===== src/rtl/u8e_pkg.sv =====
// Shared types, constants and helper functions for the UTF-8 decoder with escape.
`timescale 1ns / 1ps

package u8e_pkg;

  // Default depth of the byte queue between the front and back parts.
  localparam int unsigned QUEUE_DEPTH = 4;

  // Byte address of the escape_errors register.
  localparam logic [2:0] ADDR_ESCAPE_ERRORS = 3'd0;

  localparam logic [20:0] ESC_SIGN = 21'd9243;
  localparam logic [20:0] ESC_X    = 21'd120;

  typedef enum logic [2:0] {
    ERR_NONE      = 3'd0,
    ERR_TRUNCATED = 3'd1,
    ERR_BAD_CONT  = 3'd2,
    ERR_VALUE     = 3'd3,
    ERR_LEAD      = 3'd4
  } err_kind_t;

  // A byte together with its classification.
  typedef struct packed {
    logic [7:0] data;
    logic [2:0] len;   // sequence length it leads, 0 when it is no valid lead
    logic       cont;  // it is a continuation byte
  } qbyte_t;

  // One queued item.
  typedef struct packed {
    qbyte_t b;
    logic   last;
  } item_t;

  function automatic logic [2:0] lead_len(input logic [7:0] b);
    logic [2:0] n;
    n = 3'd0;
    if (!b[7]) begin
      n = 3'd1;
    end else if (b[7:5] == 3'b110) begin
      n = 3'd2;
    end else if (b[7:4] == 4'b1110) begin
      n = 3'd3;
    end else if (b[7:3] == 5'b11110) begin
      n = 3'd4;
    end
    return n;
  endfunction

  // Lowercase ASCII hex digit as a code point.
  function automatic logic [20:0] hex_char(input logic [3:0] d);
    logic [20:0] base;
    base = (d < 4'd10) ? 21'd48 : 21'd87;
    return base + {17'd0, d};
  endfunction

endpackage


===== src/rtl/u8e_front.sv =====
// Front part: classifies incoming bytes and queues them for the back part.
`timescale 1ns / 1ps

module u8e_front #(
  parameter int unsigned QUEUE_DEPTH = u8e_pkg::QUEUE_DEPTH
) (
  input  logic            clk,
  input  logic            rst_n,
  input  logic            in_tvalid,
  output logic            in_tready,
  input  logic [7:0]      in_tdata,   // [7:0] data_byte
  input  logic            in_tlast,
  output logic            q_valid,
  input  logic            q_pop,
  output u8e_pkg::item_t  q_item
);

  localparam int unsigned QAW = (QUEUE_DEPTH > 1) ? $clog2(QUEUE_DEPTH) : 1;
  localparam int unsigned QCW = $clog2(QUEUE_DEPTH + 1);

  u8e_pkg::item_t   mem_r [QUEUE_DEPTH];
  logic [QAW-1:0]   wr_ptr_r, wr_ptr_nxt;
  logic [QAW-1:0]   rd_ptr_r, rd_ptr_nxt;
  logic [QCW-1:0]   count_r, count_nxt;
  logic             push, pop;
  u8e_pkg::item_t   new_item;

  assign in_tready = (count_r != QCW'(QUEUE_DEPTH));
  assign q_valid   = (count_r != '0);
  assign q_item    = mem_r[rd_ptr_r];
  assign push      = in_tvalid && in_tready;
  assign pop       = q_pop && q_valid;

  always_comb begin
    new_item.b.data = in_tdata;
    new_item.b.len  = u8e_pkg::lead_len(in_tdata);
    new_item.b.cont = (in_tdata[7:6] == 2'b10);
    new_item.last   = in_tlast;
  end

  always_comb begin
    wr_ptr_nxt = wr_ptr_r;
    rd_ptr_nxt = rd_ptr_r;
    count_nxt  = count_r;
    if (push) begin
      wr_ptr_nxt = (wr_ptr_r == QAW'(QUEUE_DEPTH - 1)) ? '0 : wr_ptr_r + 1'b1;
    end
    if (pop) begin
      rd_ptr_nxt = (rd_ptr_r == QAW'(QUEUE_DEPTH - 1)) ? '0 : rd_ptr_r + 1'b1;
    end
    if (push && !pop) begin
      count_nxt = count_r + 1'b1;
    end else if (pop && !push) begin
      count_nxt = count_r - 1'b1;
    end
  end

  always_ff @(posedge clk) begin
    if (!rst_n) begin
      wr_ptr_r <= '0;
      rd_ptr_r <= '0;
      count_r  <= '0;
    end else begin
      wr_ptr_r <= wr_ptr_nxt;
      rd_ptr_r <= rd_ptr_nxt;
      count_r  <= count_nxt;
    end
  end

  always_ff @(posedge clk) begin
    if (push) begin
      mem_r[wr_ptr_r] <= new_item;
    end
  end

`ifndef SYNTH
  a_count_in_range: assert property (@(posedge clk) disable iff (!rst_n)
    count_r <= QCW'(QUEUE_DEPTH))
    else $error("queue fill count beyond depth");
  a_full_no_ready: assert property (@(posedge clk) disable iff (!rst_n)
    (count_r == QCW'(QUEUE_DEPTH)) |-> !in_tready)
    else $error("input ready while the queue is full");
`endif

endmodule


===== src/rtl/u8e_back.sv =====
// Back part: decodes buffered sequences; a byte is popped only once prior results are out.
`timescale 1ns / 1ps

module u8e_back (
  input  logic            clk,
  input  logic            rst_n,
  input  logic            escape_errors,
  input  logic            q_valid,
  output logic            q_pop,
  input  u8e_pkg::item_t  q_item,
  output logic            out_tvalid,
  input  logic            out_tready,
  output logic [23:0]     out_tdata,  // [20:0] code_point, [23:21] zero
  output logic [3:0]      out_tuser,  // [2:0] error_kind, [3] run_last
  output logic            out_tlast   // string_done
);

  typedef enum logic [2:0] {
    ST_IDLE   = 3'b001,
    ST_DECODE = 3'b010,
    ST_ESC    = 3'b100
  } state_t;

  typedef enum logic [1:0] {
    ESC_EMIT_X  = 2'd0,
    ESC_EMIT_HI = 2'd1,
    ESC_EMIT_LO = 2'd2
  } esc_step_t;

  state_t               state_r, state_nxt;
  esc_step_t            esc_step_r, esc_step_nxt;
  u8e_pkg::qbyte_t      win_r [4];
  u8e_pkg::qbyte_t      win_nxt [4];
  u8e_pkg::qbyte_t      pend_r [3];
  u8e_pkg::qbyte_t      pend_nxt [3];
  logic [2:0]           rem_r, rem_nxt;
  logic                 end_r, end_nxt;
  logic [1:0]           pend_cnt_r, pend_cnt_nxt;
  logic                 drop_r, drop_nxt;
  logic                 out_valid_r, out_valid_nxt;
  logic [20:0]          out_cp_r, out_cp_nxt;
  u8e_pkg::err_kind_t   out_kind_r, out_kind_nxt;
  logic                 out_run_last_r, out_run_last_nxt;
  logic                 out_done_r, out_done_nxt;

  logic [7:0]           b1;
  logic [2:0]           n;
  logic                 cont_ok;
  logic [20:0]          v2, v3, v4, value;
  u8e_pkg::err_kind_t   kind;
  logic                 need_more;
  logic [2:0]           cons;
  logic [2:0]           rem_a;
  u8e_pkg::qbyte_t      sh [4];
  logic                 more;
  logic                 out_free;

  // Decode of the sequence at the head of the window.
  assign b1 = win_r[0].data;
  assign n  = win_r[0].len;
  assign v2 = {10'd0, b1[4:0], win_r[1].data[5:0]};
  assign v3 = {5'd0, b1[3:0], win_r[1].data[5:0], win_r[2].data[5:0]};
  assign v4 = {b1[2:0], win_r[1].data[5:0], win_r[2].data[5:0], win_r[3].data[5:0]};

  always_comb begin
    case (n)
      3'd2:    cont_ok = win_r[1].cont;
      3'd3:    cont_ok = win_r[1].cont && win_r[2].cont;
      3'd4:    cont_ok = win_r[1].cont && win_r[2].cont && win_r[3].cont;
      default: cont_ok = 1'b1;
    endcase
  end

  always_comb begin
    kind  = u8e_pkg::ERR_NONE;
    value = {13'd0, b1};
    if (n == 3'd0) begin
      kind = u8e_pkg::ERR_LEAD;
    end else if (n == 3'd1) begin
      kind = u8e_pkg::ERR_NONE;
    end else if (rem_r < n) begin
      kind = u8e_pkg::ERR_TRUNCATED;
    end else if (!cont_ok) begin
      kind = u8e_pkg::ERR_BAD_CONT;
    end else begin
      case (n)
        3'd2: begin
          value = v2;
          if (v2 < 21'h80) kind = u8e_pkg::ERR_VALUE;
        end
        3'd3: begin
          value = v3;
          if (v3 < 21'h800 || (v3 >= 21'hD800 && v3 <= 21'hDFFF)) begin
            kind = u8e_pkg::ERR_VALUE;
          end
        end
        default: begin
          value = v4;
          if (v4 < 21'h10000) kind = u8e_pkg::ERR_VALUE;
        end
      endcase
    end
  end

  // An unfinished sequence at the head waits for more bytes of the string.
  assign need_more = !end_r && (n != 3'd0) && (rem_r < n);

  // Bytes consumed by the result now being produced, and the window after it.
  assign cons  = (state_r == ST_DECODE && kind == u8e_pkg::ERR_NONE) ? n : 3'd1;
  assign rem_a = rem_r - cons;

  always_comb begin
    for (int i = 0; i < 4; i++) begin
      sh[i] = win_r[i];
    end
    case (cons)
      3'd1: begin
        sh[0] = win_r[1];
        sh[1] = win_r[2];
        sh[2] = win_r[3];
      end
      3'd2: begin
        sh[0] = win_r[2];
        sh[1] = win_r[3];
      end
      3'd3: begin
        sh[0] = win_r[3];
      end
      default: begin
        sh[0] = win_r[0];
      end
    endcase
  end

  // Another result follows unless the rest is empty or only waits for bytes.
  assign more = (rem_a != 3'd0) &&
                (end_r || (sh[0].len == 3'd0) || (rem_a >= sh[0].len));

  assign out_free = !out_valid_r || out_tready;

  always_comb begin
    state_nxt        = state_r;
    esc_step_nxt     = esc_step_r;
    rem_nxt          = rem_r;
    end_nxt          = end_r;
    pend_cnt_nxt     = pend_cnt_r;
    drop_nxt         = drop_r;
    out_valid_nxt    = out_valid_r && !out_tready;
    out_cp_nxt       = out_cp_r;
    out_kind_nxt     = out_kind_r;
    out_run_last_nxt = out_run_last_r;
    out_done_nxt     = out_done_r;
    q_pop            = 1'b0;
    for (int i = 0; i < 4; i++) begin
      win_nxt[i] = win_r[i];
    end
    for (int i = 0; i < 3; i++) begin
      pend_nxt[i] = pend_r[i];
    end

    case (state_r)
      ST_IDLE: begin
        if (q_valid) begin
          q_pop = 1'b1;
          if (drop_r) begin
            if (q_item.last) begin
              drop_nxt     = 1'b0;
              pend_cnt_nxt = 2'd0;
            end
          end else begin
            for (int i = 0; i < 3; i++) begin
              win_nxt[i] = (2'(i) < pend_cnt_r) ? pend_r[i] : q_item.b;
            end
            win_nxt[3]   = q_item.b;
            rem_nxt      = {1'b0, pend_cnt_r} + 3'd1;
            end_nxt      = q_item.last;
            pend_cnt_nxt = 2'd0;
            state_nxt    = ST_DECODE;
          end
        end
      end

      ST_DECODE: begin
        if (need_more) begin
          // Only reached on a freshly loaded window: the whole item is buffered.
          for (int i = 0; i < 3; i++) begin
            pend_nxt[i] = win_r[i];
          end
          pend_cnt_nxt = rem_r[1:0];
          state_nxt    = ST_IDLE;
        end else if (out_free) begin
          out_valid_nxt = 1'b1;
          if (kind == u8e_pkg::ERR_NONE) begin
            out_cp_nxt       = value;
            out_kind_nxt     = u8e_pkg::ERR_NONE;
            out_run_last_nxt = !more;
            out_done_nxt     = !more && end_r;
            for (int i = 0; i < 4; i++) begin
              win_nxt[i] = sh[i];
            end
            rem_nxt = rem_a;
            if (!more) begin
              state_nxt = ST_IDLE;
              for (int i = 0; i < 3; i++) begin
                pend_nxt[i] = sh[i];
              end
              pend_cnt_nxt = end_r ? 2'd0 : rem_a[1:0];
            end
          end else if (escape_errors) begin
            out_cp_nxt       = u8e_pkg::ESC_SIGN;
            out_kind_nxt     = u8e_pkg::ERR_NONE;
            out_run_last_nxt = 1'b0;
            out_done_nxt     = 1'b0;
            esc_step_nxt     = ESC_EMIT_X;
            state_nxt        = ST_ESC;
          end else begin
            out_cp_nxt       = '0;
            out_kind_nxt     = kind;
            out_run_last_nxt = 1'b1;
            out_done_nxt     = 1'b1;
            drop_nxt         = !end_r;
            pend_cnt_nxt     = 2'd0;
            state_nxt        = ST_IDLE;
          end
        end
      end

      ST_ESC: begin
        if (out_free) begin
          out_valid_nxt    = 1'b1;
          out_kind_nxt     = u8e_pkg::ERR_NONE;
          out_run_last_nxt = 1'b0;
          out_done_nxt     = 1'b0;
          case (esc_step_r)
            ESC_EMIT_X: begin
              out_cp_nxt   = u8e_pkg::ESC_X;
              esc_step_nxt = ESC_EMIT_HI;
            end
            ESC_EMIT_HI: begin
              out_cp_nxt   = u8e_pkg::hex_char(b1[7:4]);
              esc_step_nxt = ESC_EMIT_LO;
            end
            default: begin
              // Last escape character: the bad lead is dropped and decoding resumes.
              out_cp_nxt       = u8e_pkg::hex_char(b1[3:0]);
              out_run_last_nxt = !more;
              out_done_nxt     = !more && end_r;
              for (int i = 0; i < 4; i++) begin
                win_nxt[i] = sh[i];
              end
              rem_nxt = rem_a;
              if (more) begin
                state_nxt = ST_DECODE;
              end else begin
                state_nxt = ST_IDLE;
                for (int i = 0; i < 3; i++) begin
                  pend_nxt[i] = sh[i];
                end
                pend_cnt_nxt = end_r ? 2'd0 : rem_a[1:0];
              end
            end
          endcase
        end
      end

      default: begin
        state_nxt = ST_IDLE;
      end
    endcase
  end

  always_ff @(posedge clk) begin
    if (!rst_n) begin
      state_r     <= ST_IDLE;
      esc_step_r  <= ESC_EMIT_X;
      pend_cnt_r  <= 2'd0;
      drop_r      <= 1'b0;
      out_valid_r <= 1'b0;
      rem_r       <= 3'd0;
      end_r       <= 1'b0;
    end else begin
      state_r     <= state_nxt;
      esc_step_r  <= esc_step_nxt;
      pend_cnt_r  <= pend_cnt_nxt;
      drop_r      <= drop_nxt;
      out_valid_r <= out_valid_nxt;
      rem_r       <= rem_nxt;
      end_r       <= end_nxt;
    end
  end

  always_ff @(posedge clk) begin
    win_r          <= win_nxt;
    pend_r         <= pend_nxt;
    out_cp_r       <= out_cp_nxt;
    out_kind_r     <= out_kind_nxt;
    out_run_last_r <= out_run_last_nxt;
    out_done_r     <= out_done_nxt;
  end

  assign out_tvalid = out_valid_r;
  assign out_tdata  = {3'd0, out_cp_r};
  assign out_tuser  = {out_run_last_r, out_kind_r};
  assign out_tlast  = out_done_r;

`ifndef SYNTH
  a_done_ends_run: assert property (@(posedge clk) disable iff (!rst_n)
    (out_valid_r && out_done_r) |-> out_run_last_r)
    else $error("string end flagged on a result that does not end its item");
  a_error_ends_string: assert property (@(posedge clk) disable iff (!rst_n)
    (out_valid_r && out_kind_r != u8e_pkg::ERR_NONE) |-> out_done_r)
    else $error("error result that does not end the string");
  a_window_filled: assert property (@(posedge clk) disable iff (!rst_n)
    (state_r == ST_DECODE || state_r == ST_ESC) |-> (rem_r != 3'd0 && rem_r <= 3'd4))
    else $error("decoding with an empty or overfull window");
  a_drop_only_idle: assert property (@(posedge clk) disable iff (!rst_n)
    drop_r |-> (state_r == ST_IDLE && pend_cnt_r == 2'd0))
    else $error("dropping while a sequence is being decoded");
`endif

endmodule


===== src/rtl/utf8_decoder_with_escape_top.sv =====
// An accepted byte passes through the queue, the window load of the back part and the
// output register before its first result shows. The back sequencer pops a byte from
// the queue and issues all of its results, up to sixteen, before it pops the next one.
// A queue, by default four deep, lets input run ahead while results drain or stall.
// Reset (synchronous, active low) empties the queue, the sequence buffer and the
// output register, clears the drop state and selects strict mode.
`timescale 1ns / 1ps

module utf8_decoder_with_escape_top #(
  parameter int unsigned QUEUE_DEPTH = u8e_pkg::QUEUE_DEPTH
) (
  input  logic        clk,
  input  logic        rst_n,
  input  logic        in_tvalid,
  output logic        in_tready,
  input  logic [7:0]  in_tdata,    // [7:0] data_byte
  input  logic        in_tlast,    // end_of_string
  output logic        out_tvalid,
  input  logic        out_tready,
  output logic [23:0] out_tdata,   // [20:0] code_point, [23:21] zero
  output logic [3:0]  out_tuser,   // [2:0] error_kind, [3] run_last
  output logic        out_tlast,   // string_done
  input  logic        cfg_psel,
  input  logic        cfg_penable,
  input  logic        cfg_pwrite,
  input  logic [2:0]  cfg_paddr,
  input  logic [31:0] cfg_pwdata,
  output logic [31:0] cfg_prdata,
  output logic        cfg_pready
);

  logic           escape_errors_r, escape_errors_nxt;
  logic           cfg_hit;
  logic           q_valid, q_pop;
  u8e_pkg::item_t q_item;

  assign cfg_pready = 1'b1;
  assign cfg_hit    = (cfg_paddr[2] == u8e_pkg::ADDR_ESCAPE_ERRORS[2]);
  assign cfg_prdata = cfg_hit ? {31'd0, escape_errors_r} : 32'd0;

  always_comb begin
    escape_errors_nxt = escape_errors_r;
    if (cfg_psel && cfg_penable && cfg_pwrite && cfg_pready && cfg_hit) begin
      escape_errors_nxt = cfg_pwdata[0];
    end
  end

  always_ff @(posedge clk) begin
    if (!rst_n) begin
      escape_errors_r <= 1'b0;
    end else begin
      escape_errors_r <= escape_errors_nxt;
    end
  end

  u8e_front #(
    .QUEUE_DEPTH(QUEUE_DEPTH)
  ) u_front (
    .clk      (clk),
    .rst_n    (rst_n),
    .in_tvalid(in_tvalid),
    .in_tready(in_tready),
    .in_tdata (in_tdata),
    .in_tlast (in_tlast),
    .q_valid  (q_valid),
    .q_pop    (q_pop),
    .q_item   (q_item)
  );

  u8e_back u_back (
    .clk          (clk),
    .rst_n        (rst_n),
    .escape_errors(escape_errors_r),
    .q_valid      (q_valid),
    .q_pop        (q_pop),
    .q_item       (q_item),
    .out_tvalid   (out_tvalid),
    .out_tready   (out_tready),
    .out_tdata    (out_tdata),
    .out_tuser    (out_tuser),
    .out_tlast    (out_tlast)
  );

endmodule


===== config.mk =====
export PLATFORM = sky130hd
export DESIGN_NAME = utf8_decoder_with_escape_top
export DESIGN_NICKNAME = d
export VERILOG_FILES = /design/src/rtl/u8e_pkg.sv /design/src/rtl/u8e_front.sv /design/src/rtl/u8e_back.sv /design/src/rtl/utf8_decoder_with_escape_top.sv
export SDC_FILE = /design/constraint.sdc
export NUM_CORES = 1
export LEC_CHECK = 0
export BUFFER_PORTS_ARGS = -buffer_cell sky130_fd_sc_hd__buf_2
export CORE_UTILIZATION = 50
export CTS_CLUSTER_DIAMETER = 100
export DETAILED_ROUTE_END_ITERATION = 10
export GPL_ROUTABILITY_DRIVEN = 1
export PLACE_DENSITY = 0.72
export SETUP_SLACK_MARGIN = 0.2
export SYNTH_ARGS = -nofsm -noshare
export SYNTH_HDL_FRONTEND = slang
export SYNTH_SLANG_ARGS = --single-unit

===== constraint.sdc =====
create_clock -name clk -period 4.58 [get_ports clk]
set_input_delay 0.458 -clock clk [delete_from_list [all_inputs] [get_ports clk]]
set_output_delay 0.458 -clock clk [all_outputs]
set_load 0.005 [all_outputs]

# --- Yosys cells after proc, flatten, opt, wreduce, memory -nomap -nowiden ---
# Memory sizes are Yosys's and may differ from the RTL's. A register that Yosys moved wholly into a read port is not among the register bits.
# Cells that the tools add are included.
totals:
  ff_bits: 131
  ram_bits: 52
  in_bits: 51
  output_inout_bits: 64
  elab_cells: 270
  mem_count: 1
memory_table:
  columns: ["memory", "words", "word_bits", "read_ports", "rd_ports_with_merged_regs", "wr", "line", "source"]
  rows:
  - ["u_front.mem_r", 4, 13, 1, 1, 1, "u8e_front.sv:21", "u8e_pkg::item_t mem_r [QUEUE_DEPTH];"]
classes:
  n_addsub: 8
  magnitude_cmp: 12
  n_eq_ne: 34
  muxes: 128
  n_bitwise: 4
  reduce_logical: 47
op_table:
  columns: ["operator", "n"]
  rows:
  - ["2-to-1 mux 48 bit", 7]
  - ["2-to-1 mux 36 bit", 6]
  - ["2-to-1 mux 21 bit", 8]
  - ["one-hot mux 48 bit (3 select lines)", 1]
  - ["one-hot mux 21 bit (2 select lines)", 3]
  - ["2-to-1 mux 3 bit", 32]
  - ["one-hot mux 36 bit (2 select lines)", 1]
  - ["2-to-1 mux 12 bit", 4]
  - ["2-to-1 mux 2 bit", 24]
  - ["adder 21 x 4 -> 21 bit", 2]
  - ["one-hot mux 12 bit (3 select lines)", 1]
  - ["2-to-1 mux 1 bit", 25]
  - ["one-hot mux 12 bit (2 select lines)", 1]
  - ["< comparator 21 x 17 -> 1 bit (second input constant)", 1]
  - ["one-hot mux 3 bit (3 select lines)", 2]
  - ["greater-or-equal comparator 16 bit (second input constant)", 1]
  - ["<= comparator 16 bit (second input constant)", 1]
  - ["logical AND 1 bit", 16]
  - ["< comparator 16 x 12 -> 1 bit (second input constant)", 1]
  - ["inequality test 2 bit (second input constant)", 8]
  - ["equality test 3 x 2 -> 1 bit (second input constant)", 5]
  - ["2-to-1 mux 14 bit", 1]
  - ["2-to-1 mux 7 bit", 2]
  - ["AND reduction 7 bit", 2]
  - ["other kinds (40)", 78]

# --- Depth between registers and ports, before layout ---
# Gate-level depths: netlist of run 1.
depth:
  ltp_word: 24
  mapped_depth: 21
  ltp_nobuf: 18

# --- Modules after synthesis ---
# A second synthesis of run 1 with hierarchy kept.
unflattened:
  hier_cells: 1034
  area_unflattened_um2: 10866.7
modules_own_cells:
  columns: ["module", "n_inst", "cells_each", "area_each_um2", "seq_area_each_um2"]
  rows:
  - ["u8e_back", 1, 869, 8167.8, 3503.4]
  - ["u8e_front", 1, 125, 2383.5, 1741.7]
  - ["utf8_decoder_with_escape_top", 1, 40, 315.3, 20.0]

# --- Worst setup path after synthesis of run 1 ---
# OpenSTA, ideal clock, no wires.
synth_timing:
  kind: "register to register"
  startpoint: "register u_back.win_r (netlist bit u_back.n[2])"
  endpoint: "register u_back.pend_r[0] in the netlist's numbering, enable pin"
  setup_time_ns: 0.480
  t_arrival_ns: 4.478
  required_ns: 4.100
  path_slack_ns: -0.379
  stages_incl_launch_ff: 9
  n_path_buf: 1
  synth_period_minus_slack_ns: 4.959
  path_cell_list: "edfxtp_1 buf_2 inv_1 ha_1 a21oi_1 o21ai_2 nor3_1 nor2_1 a211oi_1"
synth_between:
  elab_chain_cells: 9
  elab_cells_between_ends: 19
  classes_between: "order compare: 1; eq/ne: 6; mux: 6; reduce/logical: 6"
synth_lines:
  columns: ["item", "line", "source"]
  rows:
  - ["start: declaration", "u8e_back.sv:32", "u8e_pkg::qbyte_t win_r [4];"]
  - ["start signal: assignment", "u8e_back.sv:293", "win_r <= win_nxt;"]
  - ["equality test 3 bit or equality test 3 x 2 -> 1 bit (tied branches)", "u8e_back.sv:66, u8e_back.sv:86", null]
  - ["one-hot mux 1 bit (3 select lines) or one-hot mux 3 bit (2 select lines) (tied branches)", "u8e_back.sv:66, u8e_back.sv:86", null]
  - ["2-to-1 mux 3 bit", "u8e_back.sv:83", "end else if (!cont_ok) begin"]
  - ["2-to-1 mux 3 bit", "u8e_back.sv:81", "end else if (rem_r < n) begin"]
  - ["2-to-1 mux 3 bit", "u8e_back.sv:79", "end else if (n == 3'd1) begin"]
  - ["2-to-1 mux 3 bit", "u8e_back.sv:77", "if (n == 3'd0) begin"]
  - ["zero test 3 bit", "u8e_back.sv:109, u8e_back.sv:193", null]
  - ["inequality test 3 x 2 -> 1 bit (no source line)", null, null]
  - ["AND reduction 5 bit (no source line) *", null, null]
  - ["end signal: assignment", "u8e_back.sv:294", "pend_r <= pend_nxt;"]
  - ["end: declaration", "u8e_back.sv:34", "u8e_pkg::qbyte_t pend_r [3];"]
# Every way passes the cells marked *; elsewhere a longest branch is shown, timed or not.
# A chain may end at the register's enable or synchronous reset.

==> results of run 1 <==
## routing by layer
metal / GRT usage [%] / vias to the layer above
li1: - / 3728
met1: 33.3 / 3766
met2: 37.1 / 363
met3: 4.07 / 37
met4: 6.93 / 0
met5: 0 / -
## where the power goes
| part | internal [W] | total, W | switching (W) |
|---|---|---|---|
| combinational | 0.00190 | 0.00474 | 0.00285 |
| clock | 0.000788 | 0.00144 | 0.000653 |
| sequential | 0.00263 | 0.00314 | 0.000510 |
| total | 0.00531 | 0.00932 | 0.00401 |
## sequential cells by signal (all words and copies together) (netlist names), 3 cells and up, named ones only
| signal | count |
|---|---|
| u_back.sh | 12 |
| u_back.win_r | 12 |
| u_back.rem_r | 3 |
| u_back.v3 | 6 |
| u_back.out_cp_r | 21 |
| u_front.mem_r | 52 |
| u_back.pend_r | 35 |
| u_back.state_r | 3 |
| u_back.out_kind_r | 3 |
| u_back.v2 | 6 |
| u_back.n | 3 |
| u_back.b1 | 8 |
| u_front.count_r | 3 |
## metrics by stage
stage	area [um2]	power [W]	utilization [%]
final	11600	0.00932	57.1
after global routing	11600	0.00993	57.1
after CTS	11500	0.00915	56.6
after detailed placement	10900	0.00767	53.6
after global placement	10900	0.00755	53.6
after floorplan	10600	0.00637	-
## path summary, 6_finish.rpt
kind,startpoint,to,slack (ns),depth (start not counted)
hold reg to reg,u_front.count_r[2],u_front.count_r[2],0.52,2
hold / removal,in_tlast,u_front.mem_r[2][0],0.24,1
setup / recovery,u_back.n[2],u_back.pend_r[2],0.42,14
setup reg to reg,u_back.n[2],u_back.pend_r[2],0.42,14
## logic make-up (layout without fill, tap and decap cells)
group / after synthesis / after routing / share of synthesized area (%)
buffers and inverters: 130 / 147 / 6.25
other: 2 / 35 / 0.0717
and+or+nand+nor: 365 / 365 / 16.4
xor gates and xnor gates: 9 / 9 / 0.753
AOI/OAI and AO/OA: 216 / 216 / 13.3
adders and majority gates: 24 / 24 / 3.15
muxes: 86 / 86 / 9.80
DFF: 183 / 183 / 50.3
## synth_stat cells, types with 3 or more instances
| library cell | number | share of area [%] |
|---|---|---|
| edfxtp_1 | 160 | 46 |
| nand2_1 | 146 | 5.2 |
| nor2_1 | 85 | 3.0 |
| mux2i_1 | 71 | 6.8 |
| o21ai_0 | 57 | 2.7 |
| clkbuf_1 | 55 | 2.0 |
| a21oi_1 | 41 | 2.0 |
| buf_4 | 39 | 2.8 |
| nor2b_1 | 35 | 2.1 |
| a211oi_1 | 30 | 2.2 |
| and3_1 | 29 | 1.7 |
| dfxtp_1 | 23 | 4.4 |
| inv_1 | 22 | 0.79 |
| a31oi_1 | 20 | 1.2 |
| ha_1 | 20 | 2.4 |
| nand3_1 | 18 | 0.86 |
| nor3_1 | 16 | 0.76 |
| mux4_2 | 13 | 2.8 |
| a221oi_1 | 11 | 0.92 |
| buf_2 | 10 | 0.48 |
| o21ai_1 | 9 | 0.43 |
| o31ai_1 | 9 | 0.65 |
| o21a_1 | 6 | 0.43 |
| or3_1 | 6 | 0.36 |
| and4b_1 | 5 | 0.48 |
| nand2b_1 | 5 | 0.30 |
| xor2_1 | 5 | 0.42 |
| fa_1 | 4 | 0.76 |
| nand4_1 | 4 | 0.24 |
| xnor2_1 | 4 | 0.33 |
| a2111oi_0 | 3 | 0.25 |
| a21boi_0 | 3 | 0.22 |
| buf_1 | 3 | 0.11 |
| nor4_1 | 3 | 0.18 |
| o22ai_1 | 3 | 0.18 |
## repair_timing
item,CTS,global route
pin swaps,0,2
resized for setup,1,5
hold buffers,0,0
setup buffers,3,10
setup endpoints to repair,5,34
## critical path, stage by stage (launching register included)
cell,delay (ns)
edfxtp_1,0.49
nand2b_4,0.27
a32oi_2,0.28
o31ai_2,0.15
o31ai_4,0.29
nand3_1,0.16
fa_1,0.45
xor2_2,0.17
buf_4,0.15
o211a_1,0.11
nor2_1,0.35
a21boi_4,0.40
buf_6,0.26
mux2i_1,0.20
o21ai_0,0.12
## final cells by class
class / instances / area (um2)
Clock buffer: 23 / 500
Clock inverter: 9 / 85.1
Fill cell: 1701 / 8740
Inverter: 22 / 82.6
Multi-Input combinational cell: 735 / 4750
Sequential cell: 183 / 5270
Tap cell: 270 / 338
Timing Repair Buffer: 93 / 604
==> reports/metrics.csv, run 1 <==
stage,metric,value,unit
sta,hold_viol_final,0,
cells_and_area,diodes,0,
route,drc,0,
cells_and_area,final_common_cell,edfxtp_1,
setup_path,cp_data_arrival_time,4.30,ns
sta,rsz0062_at_grt,false,
synth,synth.yosys.warnings,0,
synth,synth_edf_count,160,
job,max_cap_viol_count,0,
sta,fmax,0.241,GHz
cells_and_area,layout_common_cells,"160 x edfxtp_1, 146 x nand2_1, 84 x nor2_1, 71 x mux2i_1, 57 x o21ai_0",
sta,hold_ws,0.240,ns
sta,finClkSkew,0.0170,ns
clocking,clk_path_buf_depth,2,
die,fp.dieW,147,um
power,peakVddDrop,0.550,mV
grt,grt_pass1_vias,7366,
grt,antenna_found_initial,0,
clocking,cts_max_level,4,
placement,dp_hpwl,16600,um
clocking,clockRootBuffer,clkbuf_16,
die,std_cell_rows,52,
clocking,clkSlewWorstSetupHoldPaths,0.07,ns
cells_and_area,drive_gt1_share,14.5,%
setup_path,worstSetupEndpointType,flip-flop,
die,die_h,147,um
cells_and_area,final_cells,1335,
min_path,hp-class,primary input to flip-flop,
placement,gp_congestion,0.937,
grt,grt_max_degree,66,
synth,synth_area,0.0105,mm2
die,die-area,0.0215,mm2
sta,setup_tns,0,ns
sta,slew_headroom,38.0,%
route,met2WireLength,11500,um
route,drt-wirelength-per-cell,18.5,um
sta,slew_violations,0,
route,ant_nets,0,
clocking,clock-sinks,183,
sta,worst_slack,0.422,ns
die,core_area,0.0204,mm2
sta,finalSetupViolCount,0,
route,wl_met1,11000,um
synth,postSynthCellCount,1015,
run_status,status,"complete, no violations",
synth,ys_seq_elements,183,
clocking,cts_tree,yes,
die,start_util,51.4,%
setup_path,crit_fanout,15,
grt,grt-ovfl-total,0,
setup_path,required,4.72,ns
synth,synth_flop_cell,edfxtp_1,
synth,seq_area_frac_synth,50.3,%
power,power.density,802,mW/mm2
placement,port_buffers,46,
route,drt_wl_total,24700,um
route,met3_length,1840,um
placement,place_ws,0.181,ns
clocking,insertion_delay,0.44,ns
setup_path,path_class,flip-flop to flip-flop,
route,vias,7894,
die,ios,115,
cells_and_area,nets,1127,
route,highest_layer,met4,
synth,async_flop_share,0,%
route,dr.pass1.iters,5,
grt,grt_pass1_wl,39700,um
sta,period_share,90.8,%
synth,yosysUniqueCellTypes,66,
setup_path,cp-start-kind,flip-flop,
placement,place_inst,1290,
grt,track_usage,23.5,%
sta,worstMarginPinSlew,0.930,ns
power,p_leak,4.47,nW
route,viasPerCell,5.91,
sta,period_minus_slack,4.16,ns
route,drt-initial-drc-count,818,
cells_and_area,syn2layout_area_growth,11.0,%
clocking,cts-buffers-inserted,17,
synth,avgSynthCellArea,10.3,um2
Power figures use the tool's default switching activity.
==> run 2, diff against run 1 <==
Settings changed: RECOVER_POWER set to 25.
==> reports/metrics.csv, run 2 (synthesized netlist as in run 1, its figures left out) <==
stage,metric,value,unit
die,fp.dieW,147,um
clocking,clock-sinks,183,
sta,rsz0062_at_grt,false,
power,peakVddDrop,0.548,mV
power,p_leak,4.43,nW
route,vias,7900,
grt,grt_pass1_wl,39700,um
sta,fmax,0.241,GHz
route,drt-wirelength-per-cell,18.5,um
run_status,status,"complete, no violations",
job,max_cap_viol_count,0,
die,core_area,0.0204,mm2
clocking,clkSlewWorstSetupHoldPaths,0.07,ns
die,die_h,147,um
clocking,cts_max_level,4,
route,viasPerCell,5.92,
grt,track_usage,23.5,%
min_path,holdCritStartpoint,in_tlast,
route,drt_wl_total,24700,um
sta,finalSetupViolCount,0,
setup_path,critPathMaxStageDelay,0.49,ns
placement,port_buffers,46,
cells_and_area,regMostFlops,u_front.mem_r,
setup_path,crit_buf_inv,1,
die,std_cell_rows,52,
route,ant_nets,0,
grt,grt-ovfl-total,0,
setup_path,crit_chain,"nand2b_4, a32oi_2, o31ai_2, o31ai_4, nand3_1, fa_1, xor2_2, xnor2_1, ha_1, nor2b_1, nor3_2, a21boi_4, buf_4, a2111oi_0, a211oi_1",
sta,slew_violations,0,
grt,antenna_found_initial,0,
grt,grt_max_degree,66,
sta,period_share,90.8,%
placement,dp_hpwl,16600,um
clocking,cts_tree,yes,
sta,period_minus_slack,4.16,ns
clocking,clk_path_buf_depth,2,
setup_path,required,4.75,ns
power,power,0.00932,W
min_path,hp-class,primary input to flip-flop,
die,ios,115,
setup_path,r2r-start,u_back.n[2],
clocking,cts-buffers-inserted,17,
sta,worstMarginPinSlew,0.914,ns
sta,hold_viol_final,0,
setup_path,regToRegSetupSlack,0.42,ns
setup_path,cp_data_arrival_time,4.33,ns
cells_and_area,reg_top3,"u_front.mem_r (52), u_back.pend_r (35), u_back.out_cp_r (21)",
setup_path,rr_worst_depth,15,
cells_and_area,nets,1127,
placement,gp_congestion,0.937,
cells_and_area,largest_reg_flops,52,
setup_path,cp_top_family,compound AO/OA/AOI/OAI gates,
setup_path,worstSetupEndpointType,flip-flop,
sta,slew_headroom,39.1,%
route,drt-initial-drc-count,814,
setup_path,cp-start-kind,flip-flop,
cells_and_area,diodes,0,
cells_and_area,layout_common_cells,"160 x edfxtp_1, 146 x nand2_1, 84 x nor2_1, 71 x mux2i_1, 57 x o21ai_0",
min_path,holdPathEnd,u_front.mem_r[2][0],
grt,grt_pass1_vias,7366,
sta,setup_tns,0,ns
setup_path,path_class,flip-flop to flip-flop,
cells_and_area,drive_gt1_share,13.1,%
clocking,clockRootBuffer,clkbuf_16,
setup_path,crit_fanout,15,
setup_path,reg2reg_to,u_back.pend_r[34],
route,drc,0,
die,start_util,51.4,%
cells_and_area,syn2layout_area_growth,10.8,%
clocking,insertion_delay,0.44,ns
setup_path,slowest_stage,edfxtp_1,
route,dr.pass1.iters,5,
power,power.density,803,mW/mm2
cells_and_area,final_common_cell,edfxtp_1,
sta,finClkSkew,0.0170,ns
min_path,hold_depth,1,
die,die-area,0.0215,mm2
-- run 2: timing repair --
item / 4_1_cts / 5_1_grt
hold buffers: 0 / 0
buffers inserted: 3 / 10
resized for setup: 1 / 5
pin swaps: 0 / 2
setup endpoints to repair: 5 / 34
-- run 2: routing by layer --
metal  up-vias  part of all wire, %  wire length, um  track usage (%)
met5         -                    0                0                0
met4         0                  1.3              333             6.93
met3        31                  7.9             1960             4.07
met2       347                   47            11500             37.1
met1      3794                   44            10900             33.3
li1       3728                    -                -                -
-- run 2: final cells by class --
cell class	count	area, um2
Clock inverter	9	85.1
Fill cell	1701	8760
Tap cell	270	338
Timing Repair Buffer	93	586
Sequential cell	183	5270
Inverter	22	82.6
Multi-Input combinational cell	735	4750
Clock buffer	23	500
-- run 2: how the worst max path moves through the flow --
| stage | from | endpoint | slack, ns | cells past startpoint |
|---|---|---|---|---|
| floorplan | u_back.n[2] | u_back.pend_r[34] | 0.31 | 18 |
| global placement | u_back.n[0] | u_back.pend_r[2] | 0.30 | 15 |
| detailed placement | u_back.n[0] | u_back.pend_r[2] | 0.18 | 15 |
| CTS | u_back.n[2] | u_back.pend_r[2] | 0.26 | 15 |
| global route | u_back.n[2] | u_back.pend_r[29] | 0.16 | 18 |
| finish | u_back.n[2] | u_back.pend_r[34] | 0.42 | 15 |
-- run 2: through the flow --
stage / instance area, um2 / cells / hold slack (ns) / utilization (%) / setup slack (ns)
after floorplan: 10600 / 1048 / 0.477 / - / 0.311
after global placement: 10900 / 1290 / 0.496 / 53.6 / 0.301
after detailed placement: 10900 / 1290 / 0.513 / 53.6 / 0.181
after CTS: 11500 / 1325 / 0.234 / 56.6 / 0.260
after global routing: 11600 / 1335 / 0.299 / 57.0 / 0.162
final: 11600 / 1335 / 0.296 / 57.0 / 0.423
-- run 2: power by group --
| part | internal [W] | switching (W) |
|---|---|---|
| Clock | 0.000788 | 0.000653 |
| Sequential | 0.00263 | 0.000512 |
| Combinational | 0.00189 | 0.00284 |
| Total | 0.00531 | 0.00401 |
-- run 2: worst register-to-register path, stage by stage, from the launching register on --
cell and delay (ns):
edfxtp_1 0.49, nand2b_4 0.27, a32oi_2 0.28, o31ai_2 0.15
o31ai_4 0.29, nand3_1 0.16, fa_1 0.45, xor2_2 0.17
xnor2_1 0.23, ha_1 0.26, nor2b_1 0.14, nor3_2 0.21
a21boi_4 0.15, buf_4 0.18, a2111oi_0 0.38, a211oi_1 0.08
==> run 3, diff against run 2 <==
Settings changed: PLACE_DENSITY 0.72 to 0.7.
Clock period 4.58 ns to 4.2 ns, I/O delays scaled along.
==> reports/metrics.csv, run 3 (synthesized netlist as in run 1, its figures left out) <==
stage,metric,value,unit
run_status,status,"complete, no violations",
grt,grt_pass1_vias,7486,
grt,grtUsageMet1,32.6,%
cells_and_area,layout_common_cells,"160 x edfxtp_1, 145 x nand2_1, 81 x nor2_1, 71 x buf_4, 70 x mux2i_1",
power,power.density,928,mW/mm2
setup_path,worstSetupEndpointType,flip-flop,
grt,antenna_found_initial,0,
setup_path,required,4.37,ns
route,viasPerCell,5.95,
route,ant_nets,0,
die,die_h,147,um
clocking,cts_hold_buffers,0,
clocking,clock-sinks,183,
sta,finClkSkew,0.0137,ns
setup_path,critPathMaxStageDelay,0.47,ns
die,start_util,51.4,%
min_path,hp-class,primary input to flip-flop,
sta,worstMarginPinSlew,0.992,ns
setup_path,crit_fanout,9,
clocking,clk_path_buf_depth,2,
die,core_area,0.0204,mm2
grt,grt-ovfl-total,0,
placement,place_inst,1310,
setup_path,regToRegSetupSlack,0.14,ns
clocking,cts_tree,yes,
setup_path,path_class,flip-flop to flip-flop,
clocking,insertion_delay,0.43,ns
sta,slew_violations,0,
die,ios,115,
placement,port_buffers,46,
cells_and_area,drive_gt1_share,18.2,%
cells_and_area,largest_reg_flops,52,
route,dr.pass1.iters,6,
power,peakVddDrop,0.513,mV
grt,grt_util_met2,39.4,%
power,p_leak,4.61,nW
placement,placed_cell_area,0.0112,mm2
placement,place_ws,-0.0131,ns
route,drt_wl_total,26200,um
sta,period_share,96.8,%
clocking,cts-buffers-inserted,17,
sta,period_minus_slack,4.06,ns
clocking,clkSlewWorstSetupHoldPaths,0.07,ns
die,die-area,0.0215,mm2
job,max_cap_viol_count,0,
clocking,cts_max_level,4,
sta,worst_slack,0.135,ns
die,std_cell_rows,52,
placement,gp_congestion,0.911,
grt,globalRoute.busiestLayer,met2,
cells_and_area,reg_top3,"u_front.mem_r (52), u_back.pend_r (35), u_back.out_cp_r (21)",
cells_and_area,final_common_cell,edfxtp_1,
route,drc,0,
setup_path,path_common_cell,o31ai_4,
route,drt-wirelength-per-cell,19.2,um
route,vias,8127,
die,fp.dieW,147,um
sta,slew_headroom,33.9,%
setup_path,slowest_stage,edfxtp_1,
setup_path,cp-start-kind,flip-flop,
cells_and_area,regMostFlops,u_front.mem_r,
placement,dp_hpwl,17200,um
grt,grt_pass1_wl,40200,um
cells_and_area,diodes,0,
sta,finalSetupViolCount,0,
clocking,clockRootBuffer,clkbuf_16,
sta,rsz0062_at_grt,true,
cells_and_area,final_area,0.0121,mm2
cells_and_area,nets,1158,
setup_path,cp_data_arrival_time,4.24,ns
grt,grt_max_degree,66,
grt,grt_use_met3,3.57,%
grt,track_usage,24.0,%
setup_path,crit_chain,"buf_4, nor3_2, a32oi_4, o31ai_4, o31ai_4, nand3_1, ha_2, inv_2, fa_2, xor2_4, xnor2_2, ha_1, nor2b_4, nor3_4, a21boi_4, buf_12, clkbuf_16, a2111oi_4, a211oi_2",
cells_and_area,syn2layout_area_growth,15.9,%
setup_path,cp_top_family,adder cells,
sta,fmax,0.246,GHz
setup_path,crit_buf_inv,4,
cells_and_area,final_cells,1366,
route,drt-initial-drc-count,829,
sta,hold_viol_final,0,
## run 3: timing repair
item / CTS / global route
gates cloned: 0 / 4
pin swaps: 5 / 11
setup buffers: 9 / 11
setup endpoints to repair: 34 / 41
gates resized for setup: 8 / 24
## run 3: layout make-up
| class | instances | area (um2) |
|---|---|---|
| clock inverter | 14 | 119 |
| clock buffer | 18 | 429 |
| tap | 270 | 338 |
| inverter | 22 | 82.6 |
| multi-input combinational | 735 | 5010 |
| sequential | 183 | 5270 |
| fill | 1673 | 8220 |
| timing repair buffer | 124 | 900 |
## run 3: routing by layer
metal,vias to the layer above,share of wire (%)
li1,3791,-
met5,-,0
met4,0,2.9
met3,52,5.9
met1,3964,44
met2,320,47
## run 3: through the flow
step,power (W),hold WS [ns],TNS [ns],utilization [%]
floorplan,0.00710,0.477,0,-
global placement,0.00860,0.499,0,54.8
detailed placement,0.00872,0.521,-0.0204,54.8
CTS,0.0104,0.190,0,58.1
global route,0.0119,0.258,-0.0907,59.6
finish,0.0113,0.241,0,59.6
## run 3: power by group
part	switching (W)	internal (W)	total (W)
Combinational	0.00358	0.00275	0.00633
Sequential	0.000553	0.00287	0.00342
Clock	0.000735	0.000777	0.00151
## run 3: path summary, 6_finish.rpt
kind	from	end	depth (start not counted)
worst max-delay path	u_back.v2[5]	u_back.pend_r[34]	19
worst min register to register	u_back.state_r[2]	u_back.state_r[2]	2
worst max register to register	u_back.v2[5]	u_back.pend_r[34]	19
worst min-delay path	in_tlast	u_front.mem_r[0][0]	1
